[src/rtl/assert_macros.svh]
// Assertion macros shared by the keyframe interpolator RTL.
// Included by files that carry concurrent checks.
`ifndef ASSERT_MACROS_SVH
`define ASSERT_MACROS_SVH
// Check an implication every clock edge outside reset.
`define KFI_ASSERT_IMP(lbl, clk_s, rst_n, ante, cons) \
	lbl: assert property (@(posedge clk_s) disable iff (!rst_n) (ante) |-> (cons)) \
		else $error("assertion failed");
// Check that the consequent holds in the cycle after the antecedent.
`define KFI_ASSERT_NXT(lbl, clk_s, rst_n, ante, cons) \
	lbl: assert property (@(posedge clk_s) disable iff (!rst_n) (ante) |=> (cons)) \
		else $error("assertion failed");
`endif

[src/rtl/kfi_pkg.sv]
// Package for the keyframe interpolator: payload types, constants, opcodes.
// No dependencies.
`timescale 1ns / 1ps
package kfi_pkg;
	localparam int MAX_KEYS_DEF = 32;
	localparam int CHANNELS_DEF = 10;
	localparam int POSE_FIELDS = 10;
	localparam int STEP_W = 12;
	localparam logic [STEP_W-1:0] STEPS_RESET = 12'd90;
	localparam logic signed [31:0] Q_Y_RESET = 32'sh0002_8000;
	localparam logic signed [31:0] Q_Z_RESET = 32'shFFFC_8000;

	typedef enum logic [1:0] {
		KIND_SET = 2'd0,
		KIND_CAPTURE = 2'd1,
		KIND_TOGGLE = 2'd2,
		KIND_TICK = 2'd3
	} kind_t;

	typedef struct packed {
		logic [1:0] kind;
		logic signed [31:0] pose_x;
		logic signed [31:0] pose_y;
		logic signed [31:0] pose_z;
		logic signed [31:0] knee_left;
		logic signed [31:0] body_turn;
		logic signed [31:0] right_arm_z;
		logic signed [31:0] left_arm_z;
		logic signed [31:0] right_arm_x;
		logic signed [31:0] left_arm_x;
		logic signed [31:0] waist;
	} req_t;

	typedef struct packed {
		logic signed [31:0] out_pose_x;
		logic signed [31:0] out_pose_y;
		logic signed [31:0] out_pose_z;
		logic signed [31:0] out_knee_left;
		logic signed [31:0] out_body_turn;
		logic signed [31:0] out_right_arm_z;
		logic signed [31:0] out_left_arm_z;
		logic signed [31:0] out_right_arm_x;
		logic signed [31:0] out_left_arm_x;
		logic signed [31:0] out_waist;
		logic playing;
	} rsp_t;

	// Lane control from the sequencer.
	typedef struct packed {
		logic div_start;
		logic acc_en;
		logic load_en;
	} lane_ctl_t;

	function automatic logic signed [31:0] sat33(input logic signed [32:0] v);
		if (v > 33'sd2147483647) return 32'sh7FFF_FFFF;
		if (v < -33'sd2147483648) return 32'sh8000_0000;
		return v[31:0];
	endfunction
endpackage

[src/rtl/kfi_ram.sv]
// Generic single-port RAM with registered read.
// No dependencies.
`timescale 1ns / 1ps
module kfi_ram #(
	parameter int WIDTH = 32,
	parameter int DEPTH = 32
) (
	input  logic                     clk,
	input  logic                     we,
	input  logic [$clog2(DEPTH)-1:0] addr,
	input  logic [WIDTH-1:0]         wdata,
	output logic [WIDTH-1:0]         rdata
);
	logic [WIDTH-1:0] mem_q [DEPTH];
	always_ff @(posedge clk) begin
		if (we) mem_q[addr] <= wdata;
		rdata <= mem_q[addr];
	end
endmodule

[src/rtl/kfi_lane.sv]
// One pose channel: key RAM, pose accumulator, serial divider for increment.
// Depends on kfi_pkg and kfi_ram.
`timescale 1ns / 1ps
`include "assert_macros.svh"
module kfi_lane #(
	parameter int MAX_KEYS = 32,
	parameter logic signed [31:0] RESET_VAL = 32'sd0
) (
	input  logic                          clk,
	input  logic                          arst_n,
	input  logic                          key_we,
	input  logic [$clog2(MAX_KEYS)-1:0]   key_addr,
	input  kfi_pkg::lane_ctl_t            ctl,
	input  logic                          set_en,
	input  logic signed [31:0]            set_val,
	input  logic                          cap_k0,
	input  logic [kfi_pkg::STEP_W-1:0]    divisor,
	output logic signed [31:0]            pose,
	output logic                          div_busy
);
	import kfi_pkg::*;
	logic signed [31:0] key_rd;
	logic signed [31:0] key_a_q, pose_q, inc_q;
	logic [32:0] rem_q;
	logic [32:0] quo_q;
	logic neg_q;
	logic [5:0] cnt_q;
	logic [33:0] trial;

	kfi_ram #(.WIDTH(32), .DEPTH(MAX_KEYS)) u_ram (
		.clk(clk), .we(key_we), .addr(key_addr), .wdata(pose_q), .rdata(key_rd));

	assign trial = {rem_q, quo_q[32]} - {22'd0, divisor};

	always_ff @(posedge clk or negedge arst_n) begin
		if (!arst_n) begin
			pose_q <= RESET_VAL;
			inc_q <= '0;
			cnt_q <= '0;
			key_a_q <= '0;
			rem_q <= '0;
			quo_q <= '0;
			neg_q <= 1'b0;
		end else begin
			if (cap_k0) key_a_q <= key_rd;
			if (set_en) pose_q <= set_val;
			else if (ctl.load_en) pose_q <= key_rd;
			else if (ctl.acc_en) pose_q <= sat33(33'(pose_q) + 33'(inc_q));
			if (ctl.div_start) begin
				neg_q <= $signed(33'(key_rd) - 33'(key_a_q)) < 0;
				quo_q <= $signed(33'(key_rd) - 33'(key_a_q)) < 0
					? 33'(33'(key_a_q) - 33'(key_rd)) : 33'(33'(key_rd) - 33'(key_a_q));
				rem_q <= '0;
				cnt_q <= 6'd33;
			end else if (cnt_q != '0) begin
				if (!trial[33]) begin
					rem_q <= trial[32:0];
					quo_q <= {quo_q[31:0], 1'b1};
				end else begin
					rem_q <= {rem_q[31:0], quo_q[32]};
					quo_q <= {quo_q[31:0], 1'b0};
				end
				cnt_q <= cnt_q - 6'd1;
				if (cnt_q == 6'd1) begin
					inc_q <= sat33(33'(trial[33] ?
						(neg_q ? -$signed({1'b0, quo_q[31:0], 1'b0}) : $signed({1'b0, quo_q[31:0], 1'b0})) :
						(neg_q ? -$signed({1'b0, quo_q[31:0], 1'b1}) : $signed({1'b0, quo_q[31:0], 1'b1}))));
				end
			end
		end
	end
	assign pose = pose_q;
	assign div_busy = (cnt_q != '0);

	`KFI_ASSERT_NXT(a_div_start, clk, arst_n, ctl.div_start, cnt_q == 6'd33)
	`KFI_ASSERT_IMP(a_no_overlap, clk, arst_n, ctl.acc_en, cnt_q == '0)
	`KFI_ASSERT_IMP(a_set_excl, clk, arst_n, set_en, !ctl.load_en && !ctl.div_start)
endmodule

[config.mk]
export PLATFORM = sky130hd
export DESIGN_NAME = kfi_lane
export DESIGN_NICKNAME = d
export VERILOG_FILES = /design/src/rtl/kfi_pkg.sv /design/src/rtl/kfi_ram.sv /design/src/rtl/kfi_lane.sv
export VERILOG_INCLUDE_DIRS = /design/src /design/src/rtl
export SDC_FILE = /design/constraint.sdc
export NUM_CORES = 2
export LEC_CHECK = 0
export ABC_AREA = 1
export BUFFER_PORTS_ARGS = -buffer_cell sky130_fd_sc_hd__buf_2
export CORE_UTILIZATION = 45
export CTS_BUF_LIST = sky130_fd_sc_hd__clkbuf_8
export DETAILED_ROUTE_END_ITERATION = 16
export PLACE_DENSITY = 0.68
export SETUP_SLACK_MARGIN = 0.5
export SYNTH_ARGS = -nofsm -noshare
export SYNTH_HDL_FRONTEND = slang
export SYNTH_SLANG_ARGS = --single-unit
[constraint.sdc]
create_clock -name clk -period 8.6 [get_ports clk]
set_input_delay 0.86 -clock clk [delete_from_list [all_inputs] [get_ports clk]]
set_output_delay 0.86 -clock clk [all_outputs]
set_load 0.01 [all_outputs]
==> results.cfg <==
[status]
run_status = complete, no violations

[global_routing]
antenna_found_initial = 12
grt_use_total_pct = 27.2
grt_start_max_net_pins = 164
grt_pass1_wl_mm = 245
grt.overflow.total = 0
grt_pass1_vias = 36800

[pwr]
p_comb_share_pct = 34.5
power.clock.fraction_pct = 24.9
design_power_total_mw = 19.3
internal_power_mw = 11.7
power_switching_mw = 7.56
areal_power_density_over_the_cells_mw_per_mm2 = 319
switching_share_pct = 39.2
sequentialPowerShare_pct = 40.6
power_leakage_nw = 22.5
peakVddDrop_mv = 0.249

[critical_path]
startpoint = ctl[2]
crit_path_max_fanout = 45
worstSetupStartpointType = input port
critical_path_class = in2reg
cp-end-kind = flop
r2r-end = inc_q[9]
critPathBufInv = 6
reg2reg_setup_slack_ps = 4250
worstPathCellList = buf_2 > inv_1 > nand2_1 > buf_4 > clkinv_1 > nand4_1 > buf_4 > inv_1 > nor2_1 > a21oi_2
timing.critical_path.slowest_stage_cell = sky130_fd_sc_hd__clkinv_1
slowest_delay_ps = 910
number_of_cell_instances_on_the_worst_register_to_register_path = 13
cp.arrival_ps = 5070
crit-reg2reg-launch = cnt_q[1]
crit_family = buffers and inverters
crit_required_ps = 9320

[place]
place_congestion = 0.943
placed_cell_area_mm2 = 0.0568
dp_worst_setup_slack_ps = 3420
port_buffers = 89
post_dp_hpwl_mm = 107
post-place-cells = 6259

[cts]
cts.clk_slew.worst_paths_ps = 60
cts.sinks = 1225
clock_insertion_delay_worst_skew_ps = 920
cts.htree.levels = 4
tritoncts.num_buffers = 192
cts_tree = done
clock_tree.buffer_depth = 3
cts_root_buf = sky130_fd_sc_hd__clkbuf_8

[detailed_routing]
first_iter_violations = 5170
wirelength_mm = 167
first_pass_iters = 6
detail_route.wl_per_cell_um = 25.3
count_of_antenna_violating_nets_left_after_detailed_routing = 0
post_dr_vias_cell = 5.87
route.detailed.drc = 0
detailroute.via_count = 38800

[finish]
post_route_cells_drive_above_1_share_pct = 11.0
finalInstanceArea_mm2 = 0.0605
area.sequential_mm2 = 0.0356
fillCellCount = 10600
finish.cell_count_without_fillers = 6608
finalNetCount = 5014
syn_to_final_growth_pct = 11.4
multi_input_comb_area_mm2 = 0.0169
layout.core_utilization_pct = 50.5

[die]
fp.dieH_um = 349
die-width_um = 349
floorplan.initialDensity_pct = 45.3
floorplan.core_area_mm2 = 0.120
num_rows = 127
floorplan.io_pins = 90
die_area_mm2 = 0.122

[worst_hold_path]
hold_path_class = in2reg
timing.hold.worst_endpoint = pose[7]
hold-path-cell-count = 5
hold_path_origin = set_val[7]

[synth]
mappedNetlistNets = 4880
synthesis.yosys.warnings = 0
synth_enable_flop_cells = 1024
synthDistinctLibCells = 61
synthArstFlopShare_pct = 13.8
yosysTopAreaCell = sky130_fd_sc_hd__edfxtp_1
synth_top_area_share_pct = 56.6
proportion_of_synthesized_chip_area_in_sequential_cells_pct = 65.6
post_synth.cell_area_avg_um2 = 11.5
synth_top_cells_by_count = sky130_fd_sc_hd__edfxtp_1 (1024), sky130_fd_sc_hd__nand2_1 (901), sky130_fd_sc_hd__a22oi_1 (513), sky130_fd_sc_hd__a21oi_1 (418), sky130_fd_sc_hd__nor2_1 (317)
postSynth.topFlopCell = sky130_fd_sc_hd__edfxtp_1
syn-instance-count = 4708
area_of_the_mapped_netlist_mm2 = 0.0543
yosysMostFrequentCell = sky130_fd_sc_hd__edfxtp_1
synth_seq_cells = 1225
area_contributors_post_synth = sky130_fd_sc_hd__edfxtp_1 (57%), sky130_fd_sc_hd__dfrtp_1 (7.8%), sky130_fd_sc_hd__a22oi_1 (7.1%)

[timing]
timing_hold_violations_final = 0
timing.slew.headroom_pct = 9.65
worstMarginPinSlew_ps = 1350
finalSetupViolCount = 0
unrepaired_setup_endpoints_after_global_routing = false
final.period_utilization_pct = 50.6
period_needed_ps = 4350
finalClockSkew_ps = 72.7
holdWs_ps = 315
report.final.slew_viol_count = 0
clock.fmax_mhz = 230
sum_neg_setup_slack_ps = 0
setup_slack_ps = 4250

[run]
drv.max_cap_violation_count = 0
## per-layer routing
layer	global-route usage (%)	wire, um
met1	38.3	69800
met2	42.1	76900
met3	4.62	14900
met4	10.1	5790
met5	0	63
## area by class of cell
type	count	share of cell area (%)
flip-flops and latches	1225	58.8
multi-input cells	2952	27.9
clock buffers	206	4.68
well taps	1612	3.33
repair buffers	179	1.95
inverters	292	1.84
clock inverters	137	1.43
diodes	5	0.0207
## power groups by stage
stage          Sequential [mW]  Clock, mW  Combinational [mW]
2_1_floorplan             8.06          0                4.17
3_3_place_gp              7.93          0                6.50
3_5_place_dp              7.93          0                6.54
4_1_cts                   7.82       4.85                6.57
5_1_grt                   7.86       5.10                7.29
6_report                  7.83       4.80                6.66
## cell families after synthesis
| kind of cell | Yosys count | synth area share [%] |
|---|---|---|
| XOR/XNOR | 123 | 1.98 |
| AO/OA/AOI/OAI | 1275 | 15.0 |
| AND/OR/NAND/NOR | 1438 | 10.9 |
| adder cells (fa/ha/maj) | 115 | 2.70 |
| flip-flops | 1225 | 65.6 |
| multiplexers | 1 | 0.0184 |
| buffers and inverters | 531 | 3.84 |
## what timing repair did
action / CTS / global route
hold buffers: 1 / 0
endpoints found under the hold margin: 40 / 0
gates resized for setup: 0 / 0
buffers inserted: 0 / 0
endpoints found under the setup margin: 0 / 0
## registers in the layout (all words and copies together) (netlist names)
signal and cells:
neg_q 1, inc_q 32, rem_q 33, cnt_q 6
u_ram.rdata 32, key_a_q 32, pose 32, quo_q 33
u_ram.mem_q 1024
## worst min-delay path, stage by stage
cell	delay, ps
sky130_fd_sc_hd__buf_2	80
sky130_fd_sc_hd__nor2_1	40
sky130_fd_sc_hd__nor2_1	90
sky130_fd_sc_hd__nand2_1	60
sky130_fd_sc_hd__nand2_1	50
## worst max-delay path by stage
stage	end	slack (ps)	depth (start not counted)
after detailed placement	inc_q[30]	3420	10
after global routing	inc_q[30]	3850	13
after CTS	inc_q[30]	4280	13
after global placement	inc_q[10]	3530	10
after floorplan	u_ram.mem_q[13][0]	4630	7
final	inc_q[9]	4250	10
## cell usage in the layout (no fill, tap or decap), types with 10 or more instances in the layout
cell | Yosys | final
sky130_fd_sc_hd__nor3_1 | 30 | 27
sky130_fd_sc_hd__clkinv_1 | 4 | 40
sky130_fd_sc_hd__nand3_1 | 84 | 84
sky130_fd_sc_hd__a2111oi_0 | 26 | 25
sky130_fd_sc_hd__dfxtp_1 | 32 | 32
sky130_fd_sc_hd__clkbuf_8 | 0 | 207
sky130_fd_sc_hd__buf_2 | 19 | 88
sky130_fd_sc_hd__or2_2 | 19 | 19
sky130_fd_sc_hd__edfxtp_1 | 1024 | 1024
sky130_fd_sc_hd__nor2_4 | 2 | 36
sky130_fd_sc_hd__a22oi_1 | 513 | 513
sky130_fd_sc_hd__o22ai_1 | 20 | 20
sky130_fd_sc_hd__ha_1 | 111 | 111
sky130_fd_sc_hd__o221ai_1 | 17 | 17
sky130_fd_sc_hd__inv_1 | 280 | 328
sky130_fd_sc_hd__o21ai_0 | 173 | 173
sky130_fd_sc_hd__xor2_1 | 89 | 89
sky130_fd_sc_hd__nor4_1 | 20 | 20
sky130_fd_sc_hd__dfrtp_1 | 169 | 168
sky130_fd_sc_hd__a21oi_2 | 21 | 22
sky130_fd_sc_hd__xnor2_1 | 34 | 34
sky130_fd_sc_hd__o211ai_1 | 10 | 10
sky130_fd_sc_hd__nand2_1 | 901 | 901
sky130_fd_sc_hd__inv_2 | 8 | 12
sky130_fd_sc_hd__a21oi_1 | 418 | 417
sky130_fd_sc_hd__o21ai_1 | 10 | 10
sky130_fd_sc_hd__nor2_1 | 317 | 283
sky130_fd_sc_hd__a211oi_1 | 16 | 16
sky130_fd_sc_hd__clkinv_2 | 0 | 27
sky130_fd_sc_hd__nand4_1 | 24 | 24
sky130_fd_sc_hd__a31oi_1 | 10 | 10
sky130_fd_sc_hd__buf_4 | 0 | 85
Power figures use the tool's default switching activity.
