File: config.mk
export PLATFORM = sky130hd
export DESIGN_NAME = kfi_seq
export DESIGN_NICKNAME = d
export VERILOG_FILES = /design/src/rtl/kfi_pkg.sv /design/src/rtl/kfi_seq.sv
export VERILOG_INCLUDE_DIRS = /design/src /design/src/rtl
export SDC_FILE = /design/constraint.sdc
export NUM_CORES = 1
export LEC_CHECK = 0
export BUFFER_PORTS_ARGS = -buffer_cell sky130_fd_sc_hd__buf_2
export CORE_MARGIN = 3
export CORE_UTILIZATION = 35
export DETAILED_ROUTE_END_ITERATION = 8
export MAX_ROUTING_LAYER = met4
export SLEW_MARGIN = 10
export SYNTH_ARGS = -nofsm -noshare
export SYNTH_HDL_FRONTEND = slang
export SYNTH_SLANG_ARGS = --single-unit
File: constraint.sdc
create_clock -name clk -period 6.42 [get_ports clk]
set_clock_uncertainty 0.1 [all_clocks]
set_input_delay 0.642 -clock clk [delete_from_list [all_inputs] [get_ports clk]]
set_output_delay 0.642 -clock clk [all_outputs]
set_load 0.01 [all_outputs]
File: src/rtl/assert_macros.svh
// Assertion macros shared by the keyframe interpolator RTL.
// Included by files that carry concurrent checks.
`ifndef ASSERT_MACROS_SVH
`define ASSERT_MACROS_SVH
// Check an implication every clock edge outside reset.
`define KFI_ASSERT_IMP(lbl, clk_s, rst_n, ante, cons) \
	lbl: assert property (@(posedge clk_s) disable iff (!rst_n) (ante) |-> (cons)) \
		else $error("assertion failed");
// Check that the consequent holds in the cycle after the antecedent.
`define KFI_ASSERT_NXT(lbl, clk_s, rst_n, ante, cons) \
	lbl: assert property (@(posedge clk_s) disable iff (!rst_n) (ante) |=> (cons)) \
		else $error("assertion failed");
`endif

File: src/rtl/kfi_pkg.sv
// Package for the keyframe interpolator: payload types, constants, opcodes.
// No dependencies.
`timescale 1ns / 1ps
package kfi_pkg;
	localparam int MAX_KEYS_DEF = 32;
	localparam int CHANNELS_DEF = 10;
	localparam int POSE_FIELDS = 10;
	localparam int STEP_W = 12;
	localparam logic [STEP_W-1:0] STEPS_RESET = 12'd90;
	localparam logic signed [31:0] Q_Y_RESET = 32'sh0002_8000;
	localparam logic signed [31:0] Q_Z_RESET = 32'shFFFC_8000;

	typedef enum logic [1:0] {
		KIND_SET = 2'd0,
		KIND_CAPTURE = 2'd1,
		KIND_TOGGLE = 2'd2,
		KIND_TICK = 2'd3
	} kind_t;

	typedef struct packed {
		logic [1:0] kind;
		logic signed [31:0] pose_x;
		logic signed [31:0] pose_y;
		logic signed [31:0] pose_z;
		logic signed [31:0] knee_left;
		logic signed [31:0] body_turn;
		logic signed [31:0] right_arm_z;
		logic signed [31:0] left_arm_z;
		logic signed [31:0] right_arm_x;
		logic signed [31:0] left_arm_x;
		logic signed [31:0] waist;
	} req_t;

	typedef struct packed {
		logic signed [31:0] out_pose_x;
		logic signed [31:0] out_pose_y;
		logic signed [31:0] out_pose_z;
		logic signed [31:0] out_knee_left;
		logic signed [31:0] out_body_turn;
		logic signed [31:0] out_right_arm_z;
		logic signed [31:0] out_left_arm_z;
		logic signed [31:0] out_right_arm_x;
		logic signed [31:0] out_left_arm_x;
		logic signed [31:0] out_waist;
		logic playing;
	} rsp_t;

	// Lane control from the sequencer.
	typedef struct packed {
		logic div_start;
		logic acc_en;
		logic load_en;
	} lane_ctl_t;

	function automatic logic signed [31:0] sat33(input logic signed [32:0] v);
		if (v > 33'sd2147483647) return 32'sh7FFF_FFFF;
		if (v < -33'sd2147483648) return 32'sh8000_0000;
		return v[31:0];
	endfunction
endpackage

File: src/rtl/kfi_seq.sv
// Sequencer: decodes requests, walks key RAM reads and divider runs, issues result.
// Depends on kfi_pkg.
`timescale 1ns / 1ps
`include "assert_macros.svh"
module kfi_seq #(
	parameter int MAX_KEYS = 32
) (
	input  logic                        clk,
	input  logic                        arst_n,
	input  logic                        start,
	input  logic [1:0]                  kind,
	input  logic [kfi_pkg::STEP_W-1:0]  steps,
	input  logic                        div_busy,
	output logic                        busy,
	output logic                        set_en,
	output logic                        key_we,
	output logic [$clog2(MAX_KEYS)-1:0] key_addr,
	output logic                        cap_k0,
	output kfi_pkg::lane_ctl_t          ctl,
	output logic                        done,
	output logic                        playing
);
	import kfi_pkg::*;
	localparam int AW = $clog2(MAX_KEYS);
	localparam int CW = $clog2(MAX_KEYS + 1);

	typedef enum logic [5:0] {
		ST_IDLE = 6'b000001,
		ST_RDA  = 6'b000010,
		ST_RDB  = 6'b000100,
		ST_LDB  = 6'b001000,
		ST_DIV  = 6'b010000,
		ST_DONE = 6'b100000
	} state_t;

	state_t st_q;
	logic [CW-1:0] kc_q;
	logic [AW-1:0] seg_q, addr_q;
	logic [STEP_W-1:0] sc_q;
	logic play_q, restart_q, wait_q;
	logic kind_cap_q;

	assign busy = (st_q != ST_IDLE);
	assign key_addr = addr_q;
	assign playing = play_q;

	always_ff @(posedge clk or negedge arst_n) begin
		if (!arst_n) begin
			st_q <= ST_IDLE;
			kc_q <= '0;
			seg_q <= '0;
			addr_q <= '0;
			sc_q <= '0;
			play_q <= 1'b0;
			restart_q <= 1'b0;
			wait_q <= 1'b0;
		end else begin
			unique case (st_q)
				ST_IDLE: begin
					if (start) begin
						st_q <= ST_DONE;
						unique case (kind_t'(kind))
							KIND_SET: ;
							KIND_CAPTURE: begin
								if (kc_q < CW'(MAX_KEYS)) begin
									addr_q <= AW'(kc_q);
									kc_q <= kc_q + CW'(1);
								end
							end
							KIND_TOGGLE: begin
								if (!play_q && kc_q >= CW'(2)) begin
									seg_q <= '0;
									sc_q <= '0;
									addr_q <= '0;
									restart_q <= 1'b1;
									st_q <= ST_RDA;
								end else play_q <= 1'b0;
							end
							KIND_TICK: begin
								if (play_q) begin
									if (sc_q >= steps) begin
										if ((CW+1)'(seg_q) + (CW+1)'(3) > (CW+1)'(kc_q)) begin
											seg_q <= '0;
											play_q <= 1'b0;
										end else begin
											seg_q <= seg_q + AW'(1);
											addr_q <= seg_q + AW'(1);
											sc_q <= '0;
											restart_q <= 1'b0;
											st_q <= ST_RDA;
										end
									end else sc_q <= sc_q + STEP_W'(1);
								end
							end
						endcase
					end
				end
				ST_RDA: begin
					addr_q <= addr_q + AW'(1);
					st_q <= ST_RDB;
				end
				ST_RDB: st_q <= ST_LDB;
				ST_LDB: begin
					st_q <= ST_DIV;
					wait_q <= 1'b1;
				end
				ST_DIV: begin
					wait_q <= 1'b0;
					if (!wait_q && !div_busy) begin
						if (restart_q) play_q <= 1'b1;
						st_q <= ST_DONE;
					end
				end
				ST_DONE: st_q <= ST_IDLE;
				default: st_q <= ST_IDLE;
			endcase
		end
	end

	// Key RAM read latency: address at RDA, data (key A) at RDB; key B at LDB.
	always_comb begin
		set_en = 1'b0;
		key_we = 1'b0;
		cap_k0 = (st_q == ST_RDB);
		ctl = '0;
		done = (st_q == ST_DONE);
		if (st_q == ST_IDLE && start) begin
			unique case (kind_t'(kind))
				KIND_SET: set_en = 1'b1;
				KIND_CAPTURE: key_we = 1'b0;
				KIND_TOGGLE: ;
				KIND_TICK: ctl.acc_en = play_q && (sc_q < steps);
			endcase
		end
		if (st_q == ST_RDB) ctl.load_en = restart_q;
		if (st_q == ST_LDB) ctl.div_start = 1'b1;
		if (st_q == ST_DONE && kind_cap_q) key_we = 1'b1;
	end

	always_ff @(posedge clk or negedge arst_n) begin
		if (!arst_n) kind_cap_q <= 1'b0;
		else if (st_q == ST_IDLE) kind_cap_q <= start && kind_t'(kind) == KIND_CAPTURE
			&& kc_q < CW'(MAX_KEYS);
	end

	`KFI_ASSERT_IMP(a_onehot, clk, arst_n, 1'b1, $onehot(st_q))
	`KFI_ASSERT_NXT(a_done_idle, clk, arst_n, st_q == ST_DONE, st_q == ST_IDLE)
	`KFI_ASSERT_IMP(a_kc_max, clk, arst_n, 1'b1, kc_q <= CW'(MAX_KEYS))
endmodule
==> Flow_metrics.wiki <==
{| class="wikitable"
! Metric !! Value
|-
| Number of remaining DRC errors || 0
|-
| Delay of the slowest cell on the worst path || 1000 ps
|-
| Combinational fraction of design power || 35.8%
|-
| Cell at the root of the clock tree || clkbuf_8
|-
| Type of the setup path with the least slack || flip-flop to flip-flop
|-
| Clock transition at the registers of the reported paths || 80 ps
|-
| Number of max-cap violations || 0
|-
| Max Transition Viols Final || 0
|-
| Number of nets in the synthesized netlist || 374
|-
| Gp weighted congestion || 0.8070
|-
| Highest clock frequency the design can meet || 0.2868 GHz
|-
| Drt first pass iters || 4
|-
| TritonCTS clock tree || done
|-
| Area of the mapped netlist || 2808 um^2
|-
| Unrepaired setup endpoints after global routing || false
|-
| Setup violations, final || 0
|-
| Top library cells by usage in the layout, fill and taps aside || dfrtp_1 (37), buf_2 (31), inv_1 (30)
|-
| Cell type contributing the most total cell area after synthesis || dfrtp_1
|-
| Final critical path time including I/O delays and setup || 3487 ps
|-
| Rows || 32
|-
| Area used by sequential logic in the layout || 952.2 um^2
|-
| Ant diodes || 0
|-
| Number of distinct library cells after synthesis || 48
|-
| Hold buffer count at cts || 0
|-
| Final core area utilization || 40.38%
|-
| Total area of multi-input combinational cells || 1698 um^2
|-
| Share of power burned in registers || 42.5%
|-
| Wire length per cell || 14.54 um
|-
| Required time at the worst-slack endpoint || 6480 ps
|-
| Leakage || 1.370 nW
|-
| Post-route setup TNS || 0 ps
|-
| Synth warnings || 0
|-
| Number of vias per cell after detailed routing || 5.538
|-
| Total number of vias || 2553
|-
| Post-synth EDFFs || 0
|-
| Type of the worst min-delay path || primary input to async pin
|-
| Effective utilization at floorplan || 36.15%
|-
| Violation count after the first detailed-route iteration || 133
|-
| Via count of the first global-routing pass || 2513
|-
| Share of the yosys chip area belonging to registers || 33.91%
|-
| Maximum root-to-sink buffer count || 2
|-
| Transition time at the pin with the least slew margin || 1154 ps
|-
| Total of flip-flops plus latches after synthesis || 38
|-
| Count of buffers inserted at the top-level ports || 31
|-
| Layout filler cell count || 820
|-
| Post-CTS Setup Repair Bufs || 0
|-
| Internal Power || 0.0005036 W
|-
| Global-route usage over all layers || 16.38%
|-
| Count of cells resized by post-cts repair || 0
|-
| Crit path launch type || flip-flop
|-
| Result of the run || completed
|-
| R2R depth || 11
|-
| Commonest register cell after synthesis || dfrtp_1
|-
| Clock insertion delay at the later pin of the skew report || 300 ps
|-
| Layout cells sized above 1 || 13.93%
|-
| Inst Count DP || 453
|-
| Largest net degree at the start of global routing || 39
|-
| Most common cell after layout, fill and taps aside || dfrtp_1
|-
| IR drop worst, VDD || 0.09331 mV
|-
| Max H-tree Level || 2
|-
| HPWL after detailed placement || 5030 um
|-
| Die H || 95.57 um
|-
| Die Width || 95.57 um
|-
| Critical-path cell list || inv_1, ha_1, nor2_1, xnor2_1, ha_1, a21oi_1, a21boi_0, o31ai_1, a311oi_2, or4_1, a21oi_1
|-
| Fraction of post-synthesis cell area in the top cell type by area || 32.98%
|-
| Asr flop ratio synth || 100.0%
|-
| Power per cell area || 259.6 nW/um^2
|-
| Maximum fanout along the worst path || 20
|-
| Count of endpoints failing hold in the final timing report || 0
|-
| Wire length of the first global-routing pass || 11620 um
|-
| Die footprint || 9133 um^2
|-
| CP Capture Type || flip-flop
|-
| Number of buffers created by CTS || 5
|-
| Source of the worst register-to-register timing path || seg_q[0]$_DFFE_PN0P_
|-
| Std-Cell Core Area || 7767 um^2
|-
| Total wirelength of the detailed-routed design || 6704 um
|-
| I/O pins || 32
|-
| Global route total overflow || 0
|-
| Number of routed nets with antenna violations || 0
|-
| Relative area change from synthesis to final layout || 11.72%
|-
| TritonCTS sink count || 38
|-
| Minimum setup slack among reg-to-reg paths || 2930 ps
|-
| Part of the power in the clock network || 21.7%
|-
| Average instance area after synthesis || 8.457 um^2
|-
| Number of antenna violations at the first check in global routing || 0
|-
| Slowest cell on the critical path || a311oi_2
|-
| Sw power || 0.0003107 W
|-
| Worst path arrival time || 3550 ps
|-
| Slew Limit Headroom || 23.04%
|-
| Final clock period utilization by the worst path || 54.31%
|-
| Cells taking the most area after synthesis || dfrtp_1 (33%), ha_1 (11%), o31ai_1 (4.5%)
|-
| Cell Count, Final, Fillers Out || 461
|-
| R2r endpoint || sc_q[6]$_DFFE_PN0P_
|-
| Nets || 400
|-
| Instance count of the mapped netlist || 332
|-
| Switching power as a share of total power || 38.15%
|}
-- Yosys cell counts, drive strengths merged (2+ instances only) --
library cell	instances
a211oi	10
a21o	2
a21oi	26
a311o	2
a31o	3
a31oi	3
and2	3
and3	2
buf	4
clkbuf	8
dfrtp	37
ha	24
inv	30
nand2	26
nand2b	8
nand3	13
nand4	9
nor2	19
nor3	7
nor3b	3
nor4	4
o21a	4
o21ai	19
o21bai	2
o22ai	5
o31a	2
o31ai	17
or2	4
or3	2
or4	11
xnor2	10
xor2	2
-- routing by layer --
metal,up-vias,part of all wire (%),wire length [um],track usage [%]
li1,1278,-,-,-
met1,1217,47,3118,21.17
met2,42,48,3220,25.88
met3,16,3.4,228,2.841
met4,0,2.0,137,5.569
met5,-,0,0,-
-- power by group through the flow --
stage               clock network (W)  registers, W  logic, W
CTS                          0.000182      0.000347  0.000295
finish                       0.000177      0.000346  0.000292
global placement                    0      0.000348  0.000287
global route                 0.000194      0.000358  0.000343
detailed placement                  0      0.000351  0.000294
floorplan                           0      0.000342  0.000217
-- layout make-up --
class	count	area share, %
Clock buffer	7	2.752
Timing Repair Buffer	31	4.946
Multi-Input combinational cell	252	54.13
Tap cell	102	4.069
Clock inverter	1	0.1596
Sequential cell	38	30.35
Inverter	30	3.590
-- metrics by stage --
step	power (W)	setup slack (ps)	hold WS, ps	area [um^2]
2_1_floorplan	0.0005591	3526	246.4	2808
3_3_place_gp	0.0006355	3169	365.0	3040
3_5_place_dp	0.0006449	2971	370.5	3040
4_1_cts	0.0008227	2958	388.3	3132
5_1_grt	0.0008946	2612	418.9	3137
6_report	0.0008144	2933	365.4	3137
-- critical path, delay by kind of cell, from the launching register on --
kind	cells	cell delay (ps)
AOI/OAI and AO/OA	5	1690
xor gates and xnor gates	1	80
and+or+nand+nor	2	360
adders and majority gates	2	550
DFF	1	470
buffers and inverters	1	90
-- how the worst max path moves through the flow --
| stage | from | endpoint | depth (start not counted) |
|---|---|---|---|
| after detailed placement | seg_q[0]$_DFFE_PN0P_ | sc_q[10]$_DFFE_PN0P_ | 11 |
| after floorplan | seg_q[0]$_DFFE_PN0P_ | sc_q[8]$_DFFE_PN0P_ | 12 |
| after CTS | seg_q[0]$_DFFE_PN0P_ | sc_q[10]$_DFFE_PN0P_ | 11 |
| final | seg_q[0]$_DFFE_PN0P_ | sc_q[6]$_DFFE_PN0P_ | 11 |
| after global routing | seg_q[0]$_DFFE_PN0P_ | sc_q[5]$_DFFE_PN0P_ | 11 |
| after global placement | seg_q[0]$_DFFE_PN0P_ | sc_q[6]$_DFFE_PN0P_ | 11 |
-- flip-flops by register name, indices dropped and copies added (netlist names) --
signal and count:
sc_q 12, kc_q 6, st_q 6, key_addr 5, seg_q 5, kind_cap_q 1
playing 1, restart_q 1, wait_q 1
-- cell families (layout without fill, tap and decap cells) --
kind of cell | after synthesis | count (layout) | share of synthesized area, %
buffers and inverters | 42 | 69 | 6.016
AOI/OAI and AO/OA | 102 | 102 | 23.66
adders and majority gates | 24 | 24 | 10.70
xor gates and xnor gates | 12 | 12 | 3.743
DFF | 38 | 38 | 33.91
and+or+nand+nor | 114 | 114 | 21.97
Note: power is estimated with default switching activity, not from simulation.
